===== src/sv/assert_macros.svh =====
// Assertion helpers shared by the RTL.
`ifndef ASSERT_MACROS_SVH
`define ASSERT_MACROS_SVH

// Same-cycle implication.
`define ASSERT_IMPLIES(label, clk, rst, ante, cons, msg) \
  label: assert property (@(posedge clk) disable iff (rst) (ante) |-> (cons)) \
    else $error(msg);

// Next-cycle implication.
`define ASSERT_NEXT(label, clk, rst, ante, cons, msg) \
  label: assert property (@(posedge clk) disable iff (rst) (ante) |=> (cons)) \
    else $error(msg);

`endif


===== src/sv/mkd_pkg.sv =====
// ----------------------------------------------------------------------------
// mkd_pkg
// Types, constants and the letter table of the Morse key decoder.
// ----------------------------------------------------------------------------
package mkd_pkg;

  localparam int MAX_SYMBOLS_DEF = 7;
  localparam int QUEUE_DEPTH_DEF = 2;
  localparam int TIME_W          = 16;
  localparam int CHAR_W          = 7;
  localparam int CODE_LEN_W      = 3;
  localparam int CODE_PAT_W      = 5;
  localparam int CODE_COUNT      = 36;
  localparam int CFG_ADDR_W      = 2;

  localparam logic [CFG_ADDR_W-1:0] REG_DOT_MIN  = 2'd0;
  localparam logic [CFG_ADDR_W-1:0] REG_DASH_MIN = 2'd1;
  localparam logic [CFG_ADDR_W-1:0] REG_GAP_MIN  = 2'd2;

  localparam logic [TIME_W-1:0] DOT_MIN_RST  = 16'd469;
  localparam logic [TIME_W-1:0] DASH_MIN_RST = 16'd3125;
  localparam logic [TIME_W-1:0] GAP_MIN_RST  = 16'd6250;

  localparam logic [CHAR_W-1:0] NO_MATCH_CHAR = 7'h2A;  // '*'

  typedef enum logic [1:0] {
    KIND_NONE   = 2'd0,
    KIND_DOT    = 2'd1,
    KIND_DASH   = 2'd2,
    KIND_LETTER = 2'd3
  } kind_t;

  typedef struct packed {
    logic                  we;
    logic [CFG_ADDR_W-1:0] addr;
    logic [TIME_W-1:0]     data;
  } cfg_write_t;

  typedef struct packed {
    kind_t             kind;
    logic [CHAR_W-1:0] letter;
  } result_t;

  typedef struct packed {
    logic [CODE_LEN_W-1:0] len;
    logic [CODE_PAT_W-1:0] pat;   // bit i is symbol i, 1 = dash
    logic [CHAR_W-1:0]     ch;
  } code_entry_t;

  localparam code_entry_t CODE_TABLE [CODE_COUNT] = '{
    '{3'd2, 5'b00010, 7'h41}, '{3'd4, 5'b00001, 7'h42}, '{3'd4, 5'b00101, 7'h43},
    '{3'd3, 5'b00001, 7'h44}, '{3'd1, 5'b00000, 7'h45}, '{3'd4, 5'b00100, 7'h46},
    '{3'd3, 5'b00011, 7'h47}, '{3'd4, 5'b00000, 7'h48}, '{3'd2, 5'b00000, 7'h49},
    '{3'd4, 5'b01110, 7'h4A}, '{3'd3, 5'b00101, 7'h4B}, '{3'd4, 5'b00010, 7'h4C},
    '{3'd2, 5'b00011, 7'h4D}, '{3'd2, 5'b00001, 7'h4E}, '{3'd3, 5'b00111, 7'h4F},
    '{3'd4, 5'b00110, 7'h50}, '{3'd4, 5'b01011, 7'h51}, '{3'd3, 5'b00010, 7'h52},
    '{3'd3, 5'b00000, 7'h53}, '{3'd1, 5'b00001, 7'h54}, '{3'd3, 5'b00100, 7'h55},
    '{3'd4, 5'b01000, 7'h56}, '{3'd3, 5'b00110, 7'h57}, '{3'd4, 5'b01001, 7'h58},
    '{3'd4, 5'b01101, 7'h59}, '{3'd4, 5'b00011, 7'h5A},
    '{3'd5, 5'b11110, 7'h31}, '{3'd5, 5'b11100, 7'h32}, '{3'd5, 5'b11000, 7'h33},
    '{3'd5, 5'b10000, 7'h34}, '{3'd5, 5'b00000, 7'h35}, '{3'd5, 5'b00001, 7'h36},
    '{3'd5, 5'b00011, 7'h37}, '{3'd5, 5'b00111, 7'h38}, '{3'd5, 5'b01111, 7'h39},
    '{3'd5, 5'b11111, 7'h30}
  };

  // Codes are unique, so at most one entry hits.
  function automatic logic [CHAR_W-1:0] lookup_letter(
    input logic [CODE_LEN_W-1:0] len,
    input logic [CODE_PAT_W-1:0] pat
  );
    logic [CHAR_W-1:0]     ch;
    logic [CODE_PAT_W-1:0] mask;
    logic                  hit;
    ch   = '0;
    hit  = 1'b0;
    mask = CODE_PAT_W'((6'd1 << len) - 6'd1);
    for (int i = 0; i < CODE_COUNT; i++) begin
      if (CODE_TABLE[i].len == len && CODE_TABLE[i].pat == (pat & mask)) begin
        ch  = ch | CODE_TABLE[i].ch;
        hit = 1'b1;
      end
    end
    return hit ? ch : NO_MATCH_CHAR;
  endfunction

endpackage


===== src/sv/mkd_fifo.sv =====
// ----------------------------------------------------------------------------
// mkd_fifo
// Small register queue with fall-through read of the oldest entry.
// ----------------------------------------------------------------------------
module mkd_fifo #(
  parameter int WIDTH = 1,
  parameter int DEPTH = mkd_pkg::QUEUE_DEPTH_DEF   // 2 or more
) (
  input  logic             clk,
  input  logic             rst,
  input  logic             push,
  input  logic [WIDTH-1:0] din,
  output logic             full,
  input  logic             pop,
  output logic [WIDTH-1:0] dout,
  output logic             empty
);

  localparam int AW = $clog2(DEPTH);
  localparam int CW = $clog2(DEPTH + 1);

  logic [WIDTH-1:0] mem [DEPTH];
  logic [AW-1:0]    wr_ptr;
  logic [AW-1:0]    rd_ptr;
  logic [CW-1:0]    count;
  logic             wr;
  logic             rd;

  assign full  = (count == CW'(DEPTH));
  assign empty = (count == '0);
  assign wr    = push && !full;
  assign rd    = pop && !empty;
  assign dout  = mem[rd_ptr];

  always_ff @(posedge clk) begin
    if (wr) begin
      mem[wr_ptr] <= din;
    end
  end

  always_ff @(posedge clk) begin
    if (rst) begin
      wr_ptr <= '0;
      rd_ptr <= '0;
      count  <= '0;
    end else begin
      if (wr) begin
        wr_ptr <= (wr_ptr == AW'(DEPTH - 1)) ? '0 : wr_ptr + 1'b1;
      end
      if (rd) begin
        rd_ptr <= (rd_ptr == AW'(DEPTH - 1)) ? '0 : rd_ptr + 1'b1;
      end
      if (wr && !rd) begin
        count <= count + 1'b1;
      end else if (rd && !wr) begin
        count <= count - 1'b1;
      end
    end
  end

endmodule


===== src/sv/mkd_front.sv =====
// ----------------------------------------------------------------------------
// mkd_front
// Holds thresholds and press time; classifies each key edge by duration.
// ----------------------------------------------------------------------------
module mkd_front (
  input  logic                       clk,
  input  logic                       rst,
  input  mkd_pkg::cfg_write_t        cfg,
  input  logic                       take,
  input  logic                       is_release,
  input  logic [mkd_pkg::TIME_W-1:0] event_time,
  output mkd_pkg::kind_t             kind
);

  logic [mkd_pkg::TIME_W-1:0] dot_min;
  logic [mkd_pkg::TIME_W-1:0] dash_min;
  logic [mkd_pkg::TIME_W-1:0] gap_min;
  logic [mkd_pkg::TIME_W-1:0] press_time;
  logic [mkd_pkg::TIME_W-1:0] dur;

  assign dur = event_time - press_time;

  always_comb begin
    kind = mkd_pkg::KIND_NONE;
    if (is_release) begin
      if (dur >= dot_min && dur < dash_min) begin
        kind = mkd_pkg::KIND_DOT;
      end else if (dur >= dash_min && dur < gap_min) begin
        kind = mkd_pkg::KIND_DASH;
      end else if (dur >= gap_min) begin
        kind = mkd_pkg::KIND_LETTER;
      end
    end
  end

  always_ff @(posedge clk) begin
    if (rst) begin
      dot_min    <= mkd_pkg::DOT_MIN_RST;
      dash_min   <= mkd_pkg::DASH_MIN_RST;
      gap_min    <= mkd_pkg::GAP_MIN_RST;
      press_time <= '0;
    end else begin
      if (cfg.we) begin
        unique case (cfg.addr)
          mkd_pkg::REG_DOT_MIN:  dot_min  <= cfg.data;
          mkd_pkg::REG_DASH_MIN: dash_min <= cfg.data;
          mkd_pkg::REG_GAP_MIN:  gap_min  <= cfg.data;
          default: ;
        endcase
      end
      if (take && !is_release) begin
        press_time <= event_time;
      end
    end
  end

endmodule


===== src/sv/mkd_back.sv =====
// ----------------------------------------------------------------------------
// mkd_back
// Symbol buffer and letter lookup; turns each class into one result.
// ----------------------------------------------------------------------------
module mkd_back #(
  parameter int MAX_SYMBOLS = mkd_pkg::MAX_SYMBOLS_DEF
) (
  input  logic             clk,
  input  logic             rst,
  input  logic             cls_valid,
  input  mkd_pkg::kind_t   cls_kind,
  output logic             cls_pop,
  input  logic             res_ready,
  output logic             res_push,
  output mkd_pkg::result_t res
);

  localparam int CW = $clog2(MAX_SYMBOLS + 1);

  logic [MAX_SYMBOLS-1:0] pattern;
  logic [CW-1:0]          count;
  logic                   step;
  logic                   room;
  logic [mkd_pkg::CHAR_W-1:0] found;

  assign step     = cls_valid && res_ready;
  assign cls_pop  = step;
  assign res_push = step;
  assign room     = (count < CW'(MAX_SYMBOLS));

  always_comb begin
    if (count <= CW'(mkd_pkg::CODE_PAT_W)) begin
      found = mkd_pkg::lookup_letter(count[mkd_pkg::CODE_LEN_W-1:0],
                                     pattern[mkd_pkg::CODE_PAT_W-1:0]);
    end else begin
      found = mkd_pkg::NO_MATCH_CHAR;
    end
  end

  always_comb begin
    res.kind   = cls_kind;
    res.letter = (cls_kind == mkd_pkg::KIND_LETTER) ? found : '0;
  end

  always_ff @(posedge clk) begin
    if (rst) begin
      pattern <= '0;
      count   <= '0;
    end else if (step) begin
      unique case (cls_kind)
        mkd_pkg::KIND_DOT: begin
          if (room) begin
            count <= count + 1'b1;
          end
        end
        mkd_pkg::KIND_DASH: begin
          if (room) begin
            pattern <= pattern | (MAX_SYMBOLS'(1) << count);
            count   <= count + 1'b1;
          end
        end
        mkd_pkg::KIND_LETTER: begin
          pattern <= '0;
          count   <= '0;
        end
        default: ;
      endcase
    end
  end

endmodule


===== src/sv/morse_key_decoder_core.sv =====
// ----------------------------------------------------------------------------
// morse_key_decoder_core
// Morse key decoder: key edges in, none/dot/dash/letter results out.
// ----------------------------------------------------------------------------
// channel   direction  handshake      payload
// input     in         push / full    is_release, event_time
// result    out        empty / pop    event_kind, letter
// config    in         cfg_we         cfg_addr, cfg_wdata
//
// One item per cycle sustained while results are popped. Each input goes by front
// classify into the class queue and back lookup into the result queue to the ports.
// rst is synchronous: thresholds return to defaults, press time and symbol
// buffer clear, both queues empty.
// full rises when the class queue fills behind a stalled result queue.
// ----------------------------------------------------------------------------
`include "assert_macros.svh"

module morse_key_decoder_core #(
  parameter int MAX_SYMBOLS = mkd_pkg::MAX_SYMBOLS_DEF,
  parameter int QUEUE_DEPTH = mkd_pkg::QUEUE_DEPTH_DEF
) (
  input  logic                           clk,
  input  logic                           rst,
  input  logic                           cfg_we,
  input  logic [mkd_pkg::CFG_ADDR_W-1:0] cfg_addr,
  input  logic [mkd_pkg::TIME_W-1:0]     cfg_wdata,
  input  logic                           push,
  output logic                           full,
  input  logic                           is_release,
  input  logic [mkd_pkg::TIME_W-1:0]     event_time,
  output logic                           empty,
  input  logic                           pop,
  output logic [1:0]                     event_kind,
  output logic [mkd_pkg::CHAR_W-1:0]     letter
);

  localparam int KW = $bits(mkd_pkg::kind_t);
  localparam int RW = $bits(mkd_pkg::result_t);

  mkd_pkg::cfg_write_t cfg;
  mkd_pkg::kind_t      front_kind;
  mkd_pkg::kind_t      cls_kind;
  mkd_pkg::result_t    back_res;
  mkd_pkg::result_t    out_res;
  logic                take;
  logic                cls_full;
  logic                cls_empty;
  logic                cls_pop;
  logic [KW-1:0]       cls_dout;
  logic                res_full;
  logic                res_push;
  logic [RW-1:0]       res_dout;

  assign cfg.we   = cfg_we;
  assign cfg.addr = cfg_addr;
  assign cfg.data = cfg_wdata;

  assign full = cls_full;
  assign take = push && !cls_full;

  mkd_front u_front (
    .clk        (clk),
    .rst        (rst),
    .cfg        (cfg),
    .take       (take),
    .is_release (is_release),
    .event_time (event_time),
    .kind       (front_kind)
  );

  mkd_fifo #(.WIDTH(KW), .DEPTH(QUEUE_DEPTH)) u_cls_q (
    .clk   (clk),
    .rst   (rst),
    .push  (take),
    .din   (front_kind),
    .full  (cls_full),
    .pop   (cls_pop),
    .dout  (cls_dout),
    .empty (cls_empty)
  );

  assign cls_kind = mkd_pkg::kind_t'(cls_dout);

  mkd_back #(.MAX_SYMBOLS(MAX_SYMBOLS)) u_back (
    .clk       (clk),
    .rst       (rst),
    .cls_valid (!cls_empty),
    .cls_kind  (cls_kind),
    .cls_pop   (cls_pop),
    .res_ready (!res_full),
    .res_push  (res_push),
    .res       (back_res)
  );

  mkd_fifo #(.WIDTH(RW), .DEPTH(QUEUE_DEPTH)) u_res_q (
    .clk   (clk),
    .rst   (rst),
    .push  (res_push),
    .din   (back_res),
    .full  (res_full),
    .pop   (pop),
    .dout  (res_dout),
    .empty (empty)
  );

  assign out_res    = mkd_pkg::result_t'(res_dout);
  assign event_kind = out_res.kind;
  assign letter     = out_res.letter;

  `ASSERT_IMPLIES(a_press_is_none, clk, rst, take && !is_release, front_kind == mkd_pkg::KIND_NONE, "press edge classified as a symbol")
  `ASSERT_IMPLIES(a_letter_only_on_decode, clk, rst, !empty && event_kind != mkd_pkg::KIND_LETTER, letter == '0, "letter set on non-decode result")
  `ASSERT_IMPLIES(a_back_no_overrun, clk, rst, res_push, !res_full && !cls_empty, "back stage moved without room or data")
  `ASSERT_NEXT(a_result_follows, clk, rst, res_push, !empty, "result transfer lost")

endmodule


===== config.mk =====
export PLATFORM = sky130hd
export DESIGN_NAME = morse_key_decoder_core
export DESIGN_NICKNAME = d
export VERILOG_FILES = /design/src/sv/mkd_pkg.sv /design/src/sv/mkd_fifo.sv /design/src/sv/mkd_front.sv /design/src/sv/mkd_back.sv /design/src/sv/morse_key_decoder_core.sv
export VERILOG_INCLUDE_DIRS = /design/src /design/src/sv
export SDC_FILE = /design/constraint.sdc
export NUM_CORES = 1
export LEC_CHECK = 0
export BUFFER_PORTS_ARGS = -buffer_cell sky130_fd_sc_hd__buf_2
export CORE_ASPECT_RATIO = 1.2
export CORE_MARGIN = 2
export CORE_UTILIZATION = 60
export CTS_BUF_LIST = sky130_fd_sc_hd__clkbuf_4
export CTS_CLUSTER_DIAMETER = 50
export DETAILED_ROUTE_END_ITERATION = 10
export PLACE_DENSITY = 0.8
export SLEW_MARGIN = 20
export SYNTH_ARGS = -nofsm -noshare
export SYNTH_HDL_FRONTEND = slang
export SYNTH_HIERARCHICAL = 1
export SYNTH_SLANG_ARGS = --single-unit
export TNS_END_PERCENT = 20

===== constraint.sdc =====
create_clock -name clk -period 7.8 [get_ports clk]
set_input_delay 0.78 -clock clk [delete_from_list [all_inputs] [get_ports clk]]
set_output_delay 0.78 -clock clk [all_outputs]
set_load 0.01 [all_outputs]

# Yosys cells after proc, flatten, opt, wreduce, memory -nomap -nowiden
# Memory sizes are Yosys's and may differ from the RTL's. A register that Yosys moved wholly into a read port is not among the register bits.
# Index checks and enable logic that the tools add are counted.
# word_totals
elab_cells,373
input_bits,40
memories,2
mem_bits_rw,22
register_bits,82
out_inout_bits,11
# classes
reduce_logical,81
n_bitwise,2
eq_ne,31
addsub,11
order_cmp,7
muxes,225
n_shift,2
# mem_list
name,words,word_bits,rd,rd_clocked_by_memory_dff,write_ports,line,source
u_res_q.mem,2,9,1,1,1,mkd_fifo.sv:22,logic [WIDTH-1:0] mem [DEPTH];
u_cls_q.mem,2,2,1,1,1,mkd_fifo.sv:22,
# ops
op,count
2-to-1 mux 7 bit,73
2-to-1 mux 16 bit,17
2-to-1 mux 1 bit,92
2-to-1 mux 6 bit,10
logical AND 1 bit,49
greater-or-equal comparator 16 bit,3
2-to-1 mux 2 bit,20
2-to-1 mux 3 bit,11
< comparator 16 bit,2
equality test 4 x 5 -> 1 bit (first input constant),6
equality test 5 bit (first input constant),5
equality test 3 x 5 -> 1 bit (first input constant),4
nonzero test 2 bit,10
subtractor 16 bit,1
one-hot mux 7 bit (2 select lines),1
equality test 2 bit (second input constant),5
equality test 2 x 5 -> 1 bit (first input constant),2
zero test 1 bit,9
one-hot mux 3 bit (3 select lines),1
nonzero test 3 bit,3
AND reduction 2 bit,4
bitwise OR 7 bit,1
<< shifter 1 x 3 -> 7 bit (first input constant),1
equality test 2 x 3 -> 1 bit (first input constant),2
other kinds (18),27

# Longest topological paths before layout
# Gate-level depths: netlist (run 1).
# depth
depth_word,80
mapped_depth,16

# Modules after synthesis
# The synthesis (run 1) kept the hierarchy.
# by_module_without_submodules
mod,instances,cells_per_inst,area_each_um2,seq_area_each_um2
mkd_front,1,555,4226.6,1281.2
mkd_back,1,201,1402.6,160.2
mkd_fifo (u_res_q),1,53,864.6,640.6
mkd_fifo (u_cls_q),1,31,360.3,220.2
morse_key_decoder_core,1,3,21.3,0.0

# Worst setup path before layout (run 1)
# OpenSTA, ideal clock, no wires.
# synth_path
kind,input-to-reg
from,input port event_time[0] (netlist name)
to,memory u_cls_q/mem[0][1] (netlist name) (data pin)
path_stages,16
slack_ps,3880
setup_time_ps,263
t_arrival_ps,3658
t_required_ps,7537
path_cell_list,inv_1 > ha_1 > fa_1 > nor2b_1 > o31ai_1 > nand3_1 > a211oi_1 > o21ba_2 > xnor2_1 > ha_1 > a21oi_2 > nand2_1 > a221oi_2 > or3b_1 > nor4b_2 > nor2_1
# synth_via
elab_chain_len,12
word_cells_on_any_way,18
cone_classes,add/sub (1); order compare (5); mux (10); reduce/logical (2)
# synth_rtl
element,line,source
"start, declared",morse_key_decoder_core.sv:30,"input logic [mkd_pkg::TIME_W-1:0] event_time,"
subtractor 16 bit (*),mkd_front.sv:21,assign dur = event_time - press_time;
greater-or-equal comparator 16 bit,mkd_front.sv:30,end else if (dur >= gap_min) begin
2-to-1 mux 2 bit,mkd_front.sv:30,
2-to-1 mux 2 bit,mkd_front.sv:28,end else if (dur >= dash_min && dur < gap_min) begin
2-to-1 mux 2 bit,mkd_front.sv:26,if (dur >= dot_min && dur < dash_min) begin
2-to-1 mux 2 bit,mkd_front.sv:25,if (is_release) begin
2-to-1 mux 2 bit,mkd_front.sv:28,
2-to-1 mux 2 bit,mkd_front.sv:26,
2-to-1 mux 2 bit,mkd_front.sv:25,
2-to-1 mux 2 bit (*),mkd_front.sv:26,
2-to-1 mux 2 bit (*) (2 in a row),mkd_front.sv:25,
via front_kind[1],morse_key_decoder_core.sv:41,mkd_pkg::kind_t front_kind;
"end, declared",mkd_fifo.sv:22,
# Mark *: on every way through the listed nets, which the timed path passes. The rest lies on a longest branch. The select of a mux whose other input is x is not followed.

# Worst setup path after layout (run 1)
# Same ends and word-level chain as after synthesis.

==> out/metrics.yaml, run 1 <==
outcome:
  status: "completed"
synthesis:
  ys.warnings.count: 6
  synthTopCellsByCount: "145 x nand2_1, 89 x a21oi_1, 82 x dfxtp_1"
  synth_top_area_share_pct: 23.9
  ys_types: 72
  ys_seq_elements: 104
  yosysMostFrequentCell: "nand2_1"
  netlist_top_cells_area: "dfxtp_1 24%, ha_1 13%, edfxtp_1 9.6%"
  synth_area_um2: 6880
  post_synth.cell_area_avg_um2: 8.16
  synth_top_cell_by_area: "dfxtp_1"
  synth-edff-count: 22
  postSynthCellCount: 843
  ys_seq_area_share_pct: 33.5
  synth-async-reset-ratio_pct: 0
  synth_top_flop_cell: "dfxtp_1"
  synth_nets: 957
sta:
  setup_tns_ns: 0
  period_needed_ns: 4.04
  maxSlewViolCount: 0
  finalCritPeriodShare_pct: 51.8
  setup_viol: 0
  rsz0062_at_grt: "no"
  relSlewSlack_pct: 41.8
  fin_ws_ns: 3.76
  skew_ns: 0.0282
  max_freq_mhz: 247
  worst_pin_slew_ns: 0.873
  hold_viol: 0
die:
  die_w_um: 102
  dieArea_um2: 12300
  start_util_pct: 62.0
  rows: 42
  io_pins: 51
  core_area_um2: 11100
  fp.dieH_um: 121
route:
  drc: 0
  routedWlPerCell_um: 15.9
  drt_wl_total_um: 16400
  vias_per_cell: 5.93
  num_vias: 6104
  firstDrtPassIters: 5
  drt_iter0_drc: 316
  drtAntennaViolNets: 0
cells_and_area:
  area_growth_pct: 6.53
  fin_nets: 984
  drive_gt1_share_pct: 12.2
critical_path:
  path_class: "in -> reg"
  crit_fanout: 4
  worstSetupStartpoint: "event_time[0]"
  cp.arrival_ns: 4.29
  cp.required_ns: 8.05
  end_kind: "flip-flop"
  reg2reg_from: "u_back/count[1]$_SDFFE_PP0P_"
  crit_path_start_kind: "input pin"
cts:
  cts.clk_slew.worst_paths_ns: 0.18
  cts_tree: "yes"
  worstSkewPairLatency_ns: 0.47
  clock_path_buffers: 2
  clkSinkCount: 104
  ctsResizeCount: 0
  numCtsBuffers: 9
  cts_setup_buffers: 0
  htreeDepth: 3
  cts-root-buf: "clkbuf_4"
  hold_buffers: 0
pwr:
  finalPower_mw: 1.79
  p_per_area_nw_per_um2: 244
  power_frac_comb_pct: 44.7
  p_int_mw: 1.06
  p_switching_mw: 0.726
  seq_power_share_pct: 39.3
  clkPwrFrac_pct: 16.0
  ir_drop_uv: 147
  p_sw_share_pct: 40.6
  power.leakage_nw: 3.02
global_route:
  track_usage_pct: 27.7
  grt_pass1_wl_um: 27200
  grt_pass1_vias: 6004
  grt_max_degree: 82
  grt_antenna_before_repair: 1
  gr-total-overflow: 0
placement:
  place_ws_ns: 3.37
  dp_hpwl_um: 12600
  place.gp.congestion: 0.982
  port_buffers: 50
worst_hold_path:
  hold_path.class: "reg -> reg"
  hp-start: "u_front/gap_min[4]$_SDFFE_PP0P_"
run:
  drv_cap: 0
[cell families (layout without fill, tap and decap cells)]
kind of cell    Yosys count  in the layout  share of synthesized area (%)
flops                   104            104                           33.5
other cells               0              1                              0
compound gates          200            200                           18.6
mux                      18             18                           2.86
xor+xnor                 21             21                           2.68
fa+ha+maj                74             74                           13.6
simple gates            311            311                           21.8
buf+inv                 115            147                           6.97
[critical path, cell delays in order]
cell and delay [ns]:
buf_2 0.09, inv_1 0.04, ha_1 0.22, fa_1 0.41, nor2b_1 0.20, o31ai_1 0.14
nand3_1 0.12, nand2_1 0.09, a311oi_1 0.29, xor2_1 0.34, ha_1 0.31, nand4_1 0.17
nor2_1 0.08, a221oi_2 0.20, or3b_1 0.40, nor4b_2 0.30, nor2_1 0.10
[final cells by class]
type	count	area [um^2]
antenna	1	2.50
clock inverter	7	86.3
sequential	104	2300
clock buffer	9	67.6
timing repair buffer	54	280
inverter	77	289
multi-input combinational	624	4100
tap	154	193
fill	989	3760
[power by group through the flow]
| stage | Clock, mW | Combinational, mW | Sequential, mW |
|---|---|---|---|
| after global routing | 0.311 | 0.886 | 0.713 |
| after CTS | 0.293 | 0.792 | 0.701 |
| final | 0.285 | 0.799 | 0.701 |
| after floorplan | 0 | 0.616 | 0.690 |
| after global placement | 0 | 0.751 | 0.707 |
| after detailed placement | 0 | 0.784 | 0.713 |
[final timing paths]
check | slack, ns | cells past startpoint | end
setup / recovery | 3.76 | 17 | u_cls_q/mem[0][1]$_DFFE_PP_
hold / removal | 0.47 | 2 | u_front/gap_min[4]$_SDFFE_PP0P_
setup reg to reg | 3.85 | 12 | u_res_q/mem[1][3]$_DFFE_PP_
hold reg to reg | 0.47 | 2 | u_front/gap_min[4]$_SDFFE_PP0P_
[per-stage QoR]
stage               util (%)  instance area [um^2]  hold slack, ns  std cells
floorplan                  -                  6880           0.436        843
global placement        64.6                  7160           0.442       1013
detailed placement      64.6                  7170           0.448       1013
CTS                     66.0                  7320           0.468       1029
global route            66.1                  7320           0.486       1030
finish                  66.1                  7320           0.465       1030
[metal layers]
layer / up-vias / GRT usage [%] / share of wire (%)
li1: 2970 / - / -
met1: 2901 / 30.6 / 40
met2: 184 / 50.2 / 52
met3: 49 / 3.80 / 3.8
met4: 0 / 14.7 / 3.9
met5: - / 0 / 0
[registers in the layout (all words and copies together), names as in the netlist, named ones only]
| register | count |
|---|---|
| u_back/count | 3 |
| u_back/pattern | 5 |
| u_cls_q/count | 2 |
| u_cls_q/mem | 4 |
| u_cls_q/rd_ptr | 1 |
| u_cls_q/wr_ptr | 1 |
| u_front/dash_min | 16 |
| u_front/dot_min | 16 |
| u_front/gap_min | 16 |
| u_front/press_time | 16 |
| u_res_q/count | 2 |
| u_res_q/mem | 18 |
| u_res_q/rd_ptr | 1 |
| u_res_q/wr_ptr | 1 |
[cell usage in the layout (no fill, tap or decap), types with 11 or more instances in the layout]
master,count
nand2_1,145
a21oi_1,89
dfxtp_1,82
inv_1,77
ha_1,73
nor2_1,54
buf_2,50
o21ai_0,25
edfxtp_1,22
a211o_1,18
nand2b_1,15
nand3_1,13
mux2_2,13
nand3b_1,12
xor2_1,11
Note: power is estimated with default switching activity, not from simulation.
==> run 2: changes to the inputs <==
clock period = 4 ns   (was 7.8 ns; I/O delays follow)
==> run 2 against run 1 <==
Via count down 0.36%. Critical path depth did not move. Non-clock buffer count is 12 higher. Global-route usage is essentially flat. Clock skew decreased by 0.0056 ns. Cell area increased by 1.4%. Largest power group unchanged.
==> out/metrics.yaml, run 2 (synthesis results as in run 1) <==
critical_path:
  reg2reg_from: "u_front/press_time[0]$_SDFFE_PP0P_"
  crit_path_start_kind: "flip-flop"
  path_class: "reg -> reg"
  cp.required_ns: 4.24  # -3.81 ns
  worstSetupStartpoint: "u_front/press_time[0]$_SDFFE_PP0P_"
  crit_fanout: 3  # -1
  cp.arrival_ns: 4.15  # -0.14 ns
  end_kind: "flip-flop"
placement:
  place_ws_ns: -0.0758  # -3.44 ns
  dp_hpwl_um: 12900  # +2.7%
  port_buffers: 50  # unchanged
  place.gp.congestion: 0.969  # -1.3%
cts:
  numCtsBuffers: 9  # unchanged
  cts.clk_slew.worst_paths_ns: 0.18  # about the same
  cts-root-buf: "clkbuf_4"
  worstSkewPairLatency_ns: 0.47  # about the same
  clock_path_buffers: 2  # unchanged
  htreeDepth: 3  # unchanged
  cts_tree: "yes"
  clkSinkCount: 104  # unchanged
sta:
  period_needed_ns: 3.91
  relSlewSlack_pct: 42.8  # +0.93 points
  hold_viol: 0  # unchanged
  finalCritPeriodShare_pct: 97.8
  maxSlewViolCount: 0  # unchanged
  skew_ns: 0.0226  # -0.00563 ns
  max_freq_mhz: 256
  fin_ws_ns: 0.0892  # -3.67 ns
  hold_ws_ns: 0.144  # -0.322 ns
  setup_viol: 0  # unchanged
  worst_pin_slew_ns: 0.859  # -0.0140 ns
die:
  fp.dieH_um: 121  # unchanged
  io_pins: 51  # unchanged
  die_w_um: 102  # unchanged
  rows: 42  # unchanged
  start_util_pct: 62.0  # unchanged
  dieArea_um2: 12300  # unchanged
  core_area_um2: 11100  # unchanged
pwr:
  ir_drop_uv: 252  # +72%
  finalPower_mw: 3.54  # +98%
  p_per_area_nw_per_um2: 477  # +96%
  power.leakage_nw: 3.09  # +2.2%
global_route:
  gr-total-overflow: 0  # unchanged
  grt_pass1_wl_um: 27300  # +0.23%
  track_usage_pct: 27.7  # +0.037 points
  grt_pass1_vias: 5962  # -0.70%
  grt_max_degree: 48  # -41%
  grt_antenna_before_repair: 1  # unchanged
cells_and_area:
  fin_nets: 996  # +1.2%
  area_growth_pct: 8.06
  regMostFlops: "u_res_q/mem"
  layout_common_cells: "145 x nand2_1, 89 x a21oi_1, 82 x dfxtp_1"
  drive_gt1_share_pct: 13.6  # +1.4 points
  fillers: 949  # -4.0%
  utilization_pct: 67.0  # +0.95 points
  layout_commonest_cell: "nand2_1"
  largest_reg_flops: 18  # unchanged
route:
  drc: 0  # unchanged
  routedWlPerCell_um: 15.9  # about the same
  drt_wl_total_um: 16600  # +1.3%
  vias_per_cell: 5.84  # -1.5%
  num_vias: 6082  # -0.36%
  drtAntennaViolNets: 0  # unchanged
  drt_iter0_drc: 364  # +15%
  firstDrtPassIters: 5  # unchanged
worst_hold_path:
  hold_path.class: "in -> reg"
  hp-start: "cfg_wdata[11]"
run:
  drv_cap: 0  # unchanged
outcome:
  status: "completed"
==> run 2: cell count changes in the layout (fill, tap and decap cells not counted), sizes merged <==
cell / change
buf: +12
clkinv: -2
inv: +2
==> run 2: final timing paths <==
kind,end,slack [ns],cells past startpoint
worst min register to register,u_front/press_time[4]$_SDFFE_PP0P_,0.47,2
worst min-delay path,u_front/gap_min[11]$_SDFFE_PP1P_,0.14,2
worst max-delay path,u_cls_q/mem[0][1]$_DFFE_PP_,0.09,17
worst max register to register,u_cls_q/mem[0][1]$_DFFE_PP_,0.09,17
==> run 2: what timing repair did <==
| action | CTS | global route |
|---|---|---|
| resized for setup | 0 | 2 |
| hold buffers | 0 | 0 |
| endpoints found under the setup margin | 0 | 2 |
| buffers inserted | 0 | 1 |
==> run 2: through the flow <==
stage / cell area [um^2] / instances / setup TNS (ns)
5_1_grt: 7430 / 1042 / -0.0181
4_1_cts: 7400 / 1040 / 0
3_5_place_dp: 7250 / 1024 / -0.152
6_report: 7430 / 1042 / 0
3_3_place_gp: 7250 / 1024 / 0
2_1_floorplan: 6880 / 843 / 0
==> run 2: routing by layer <==
metal / GRT usage, % / vias to the layer above / share of wire (%)
li1: - / 2994 / -
met1: 31.6 / 2869 / 40
met5: 0 / - / 0
met2: 50.5 / 184 / 53
met3: 3.34 / 35 / 3.9
met4: 12.9 / 0 / 3.1
==> run 2: report_power, final <==
group          leakage [nW]  total (mW)  switching [mW]  internal, mW
Combinational          2.13        1.61           0.922         0.685
Clock                0.0837       0.567           0.407         0.160
Sequential            0.877        1.37           0.103          1.27
Total                  3.09        3.54            1.43          2.11
==> run 2: worst max-delay path: stages (launching register included) <==
cell and delay [ns]:
dfxtp_1 0.35, ha_1 0.20, fa_1 0.41, nor2b_1 0.19, o31ai_1 0.09, buf_4 0.15
nand3_1 0.12, nand2_1 0.10, a311oi_1 0.31, xor2_1 0.20, buf_4 0.15, ha_1 0.22
nand4_1 0.12, nor2_1 0.07, a221oi_2 0.19, or3b_1 0.41, nor4b_2 0.30, nor2_1 0.11
==> run 2: area by class of cell <==
cell class / count / area (um^2) / area share, %
Timing Repair Buffer: 66 / 370 / 4.98
Antenna cell: 1 / 2.50 / 0.0337
Clock buffer: 9 / 67.6 / 0.909
Sequential cell: 104 / 2300 / 31.0
Clock inverter: 7 / 88.8 / 1.20
Multi-Input combinational cell: 624 / 4120 / 55.4
Inverter: 77 / 289 / 3.89
Tap cell: 154 / 193 / 2.59
==> run 3: changes to the inputs <==
SETUP_SLACK_MARGIN = 0.1   (was unset)
SKIP_CTS_REPAIR_TIMING = 1   (was unset)
==> run 3 against run 2 <==
Maximum frequency increased by 1.7%. Sequential cell count is the same. Cell area rose by 1.1%. Clock power is essentially flat. Sequential share of layout area decreased by 0.35 points. Core utilization rose by 0.77 points. Via count up 0.43%. Total power increased by 1.0%. Sequential power about the same. Combinational power barely moved. Critical path type unchanged. Highest routed layer unchanged.
==> out/metrics.yaml, run 3 (synthesis results as in run 1) <==
outcome:
  status: "completed"
sta:
  skew_ns: 0.0225  # -0.000102 ns
  finalCritPeriodShare_pct: 96.1  # -1.7 points
  setup_viol: 0  # unchanged
  period_needed_ns: 3.84  # -0.0666 ns
  setup_tns_ns: 0  # unchanged
  fin_ws_ns: 0.156  # +0.0666 ns
  hold_viol: 0  # unchanged
  relSlewSlack_pct: 43.4  # +0.62 points
  max_freq_mhz: 260  # +1.7%
  maxSlewViolCount: 0  # unchanged
  rsz0062_at_grt: "no"
  worst_pin_slew_ns: 0.849  # -0.00933 ns
cts:
  numCtsBuffers: 9  # unchanged
  cts_tree: "yes"
  clkSinkCount: 104  # unchanged
  worstSkewPairLatency_ns: 0.48  # about the same
  clock_path_buffers: 2  # unchanged
  cts.clk_slew.worst_paths_ns: 0.19  # about the same
  cts-root-buf: "clkbuf_4"
  htreeDepth: 3  # unchanged
cells_and_area:
  area_growth_pct: 9.30
  register_area_um2: 2300  # unchanged
  utilization_pct: 67.8  # +0.77 points
  fillers: 930  # -2.0%
  layout_common_cells: "145 x nand2_1, 88 x a21oi_1, 82 x dfxtp_1"
  regMostFlops: "u_res_q/mem"
  drive_gt1_share_pct: 14.9  # +1.2 points
  fin_nets: 996  # unchanged
  multi_input_comb_area_um2: 4200  # +2.1%
  layout_commonest_cell: "nand2_1"
  largest_reg_flops: 18  # unchanged
  final_cells: 1042  # unchanged
pwr:
  p_per_area_nw_per_um2: 476  # -0.12%
  ir_drop_uv: 253  # +0.36%
  clkPwrFrac_pct: 15.9  # about the same
  p_int_mw: 2.13  # +0.98%
  p_sw_share_pct: 40.4  # about the same
  power.leakage_nw: 3.11  # +0.57%
  seq_power_share_pct: 38.3  # -0.3 points
  power_frac_comb_pct: 45.9  # +0.5 points
  p_switching_mw: 1.45  # +1.1%
global_route:
  track_usage_pct: 27.7  # unchanged
  grt_pass1_vias: 5962  # unchanged
  grt_max_degree: 48  # unchanged
  gr-total-overflow: 0  # unchanged
  grt_pass1_wl_um: 27300  # unchanged
  grt_antenna_before_repair: 1  # unchanged
placement:
  port_buffers: 50  # unchanged
  dp_cells: 1024  # unchanged
  place.gp.congestion: 0.969  # unchanged
  dp_hpwl_um: 12900  # unchanged
  place_ws_ns: -0.0758  # unchanged
route:
  routedWlPerCell_um: 16.1  # +1.1%
  drt_iter0_drc: 406  # +12%
  drtAntennaViolNets: 0  # unchanged
  vias_per_cell: 5.86  # +0.43%
  drt_wl_total_um: 16800  # +1.1%
  num_vias: 6108  # +0.43%
  drc: 0  # unchanged
  firstDrtPassIters: 5  # unchanged
critical_path:
  path_class: "reg -> reg"
  cp.required_ns: 4.25  # about the same
  crit_fanout: 3  # unchanged
  end_kind: "flip-flop"
  reg2reg_from: "u_front/press_time[0]$_SDFFE_PP0P_"
  worstSetupStartpoint: "u_front/press_time[0]$_SDFFE_PP0P_"
  cp.arrival_ns: 4.09  # -0.06 ns
  crit_path_start_kind: "flip-flop"
worst_hold_path:
  hp-start: "cfg_wdata[11]"
  hold_path.class: "in -> reg"
die:
  io_pins: 51  # unchanged
  rows: 42  # unchanged
  core_area_um2: 11100  # unchanged
  fp.dieH_um: 121  # unchanged
  start_util_pct: 62.0  # unchanged
  die_w_um: 102  # unchanged
  dieArea_um2: 12300  # unchanged
run:
  drv_cap: 0  # unchanged
run 3: worst max-delay path, cell delays in order (launching register included):
cell	delay, ns
dfxtp_1	0.35
ha_1	0.20
fa_1	0.42
nor2b_2	0.18
o31ai_2	0.07
buf_4	0.14
nand3_1	0.12
nand2_1	0.11
a311oi_2	0.26
xor2_1	0.20
buf_4	0.16
ha_1	0.22
nand4_1	0.12
nor2_1	0.07
a221oi_2	0.19
or3b_4	0.41
nor4b_2	0.29
nor2_1	0.11
run 3: worst paths after layout:
path / depth (start not counted) / end / slack [ns]
worst min register to register: 2 / u_front/gap_min[7]$_SDFFE_PP0P_ / 0.47
worst max-delay path: 17 / u_cls_q/mem[0][1]$_DFFE_PP_ / 0.16
worst max register to register: 17 / u_cls_q/mem[0][1]$_DFFE_PP_ / 0.16
worst min-delay path: 2 / u_front/gap_min[11]$_SDFFE_PP1P_ / 0.14
run 3: layout make-up:
class	count	share of cell area [%]
inverters	77	3.85
repair buffers	66	4.93
diodes	1	0.0333
flip-flops and latches	104	30.6
well taps	154	2.56
clock inverters	7	1.18
clock buffers	9	0.899
multi-input cells	624	55.9
run 3: routing by layer:
| metal | vias up | GRT usage, % | part of all wire (%) |
|---|---|---|---|
| met5 | - | 0 | 0 |
| met4 | 0 | 12.9 | 3.7 |
| met1 | 2879 | 31.6 | 40 |
| met2 | 187 | 50.5 | 53 |
| met3 | 47 | 3.34 | 3.7 |
| li1 | 2995 | - | - |
run 3: power by group through the flow:
| stage | clock, mW | sequential [mW] | combinational [mW] |
|---|---|---|---|
| floorplan | 0 | 1.35 | 1.20 |
| global placement | 0 | 1.38 | 1.51 |
| detailed placement | 0 | 1.39 | 1.57 |
| CTS | 0.581 | 1.37 | 1.58 |
| global route | 0.621 | 1.39 | 1.82 |
| finish | 0.568 | 1.37 | 1.64 |
run 3: stage by stage:
step | instance area (um^2) | hold slack, ns | total power [mW]
after global placement | 7250 | 0.441 | 2.89
after floorplan | 6880 | 0.436 | 2.55
final | 7510 | 0.138 | 3.58
after detailed placement | 7250 | 0.447 | 2.96
after global routing | 7510 | 0.136 | 3.83
after CTS | 7400 | 0.123 | 3.53
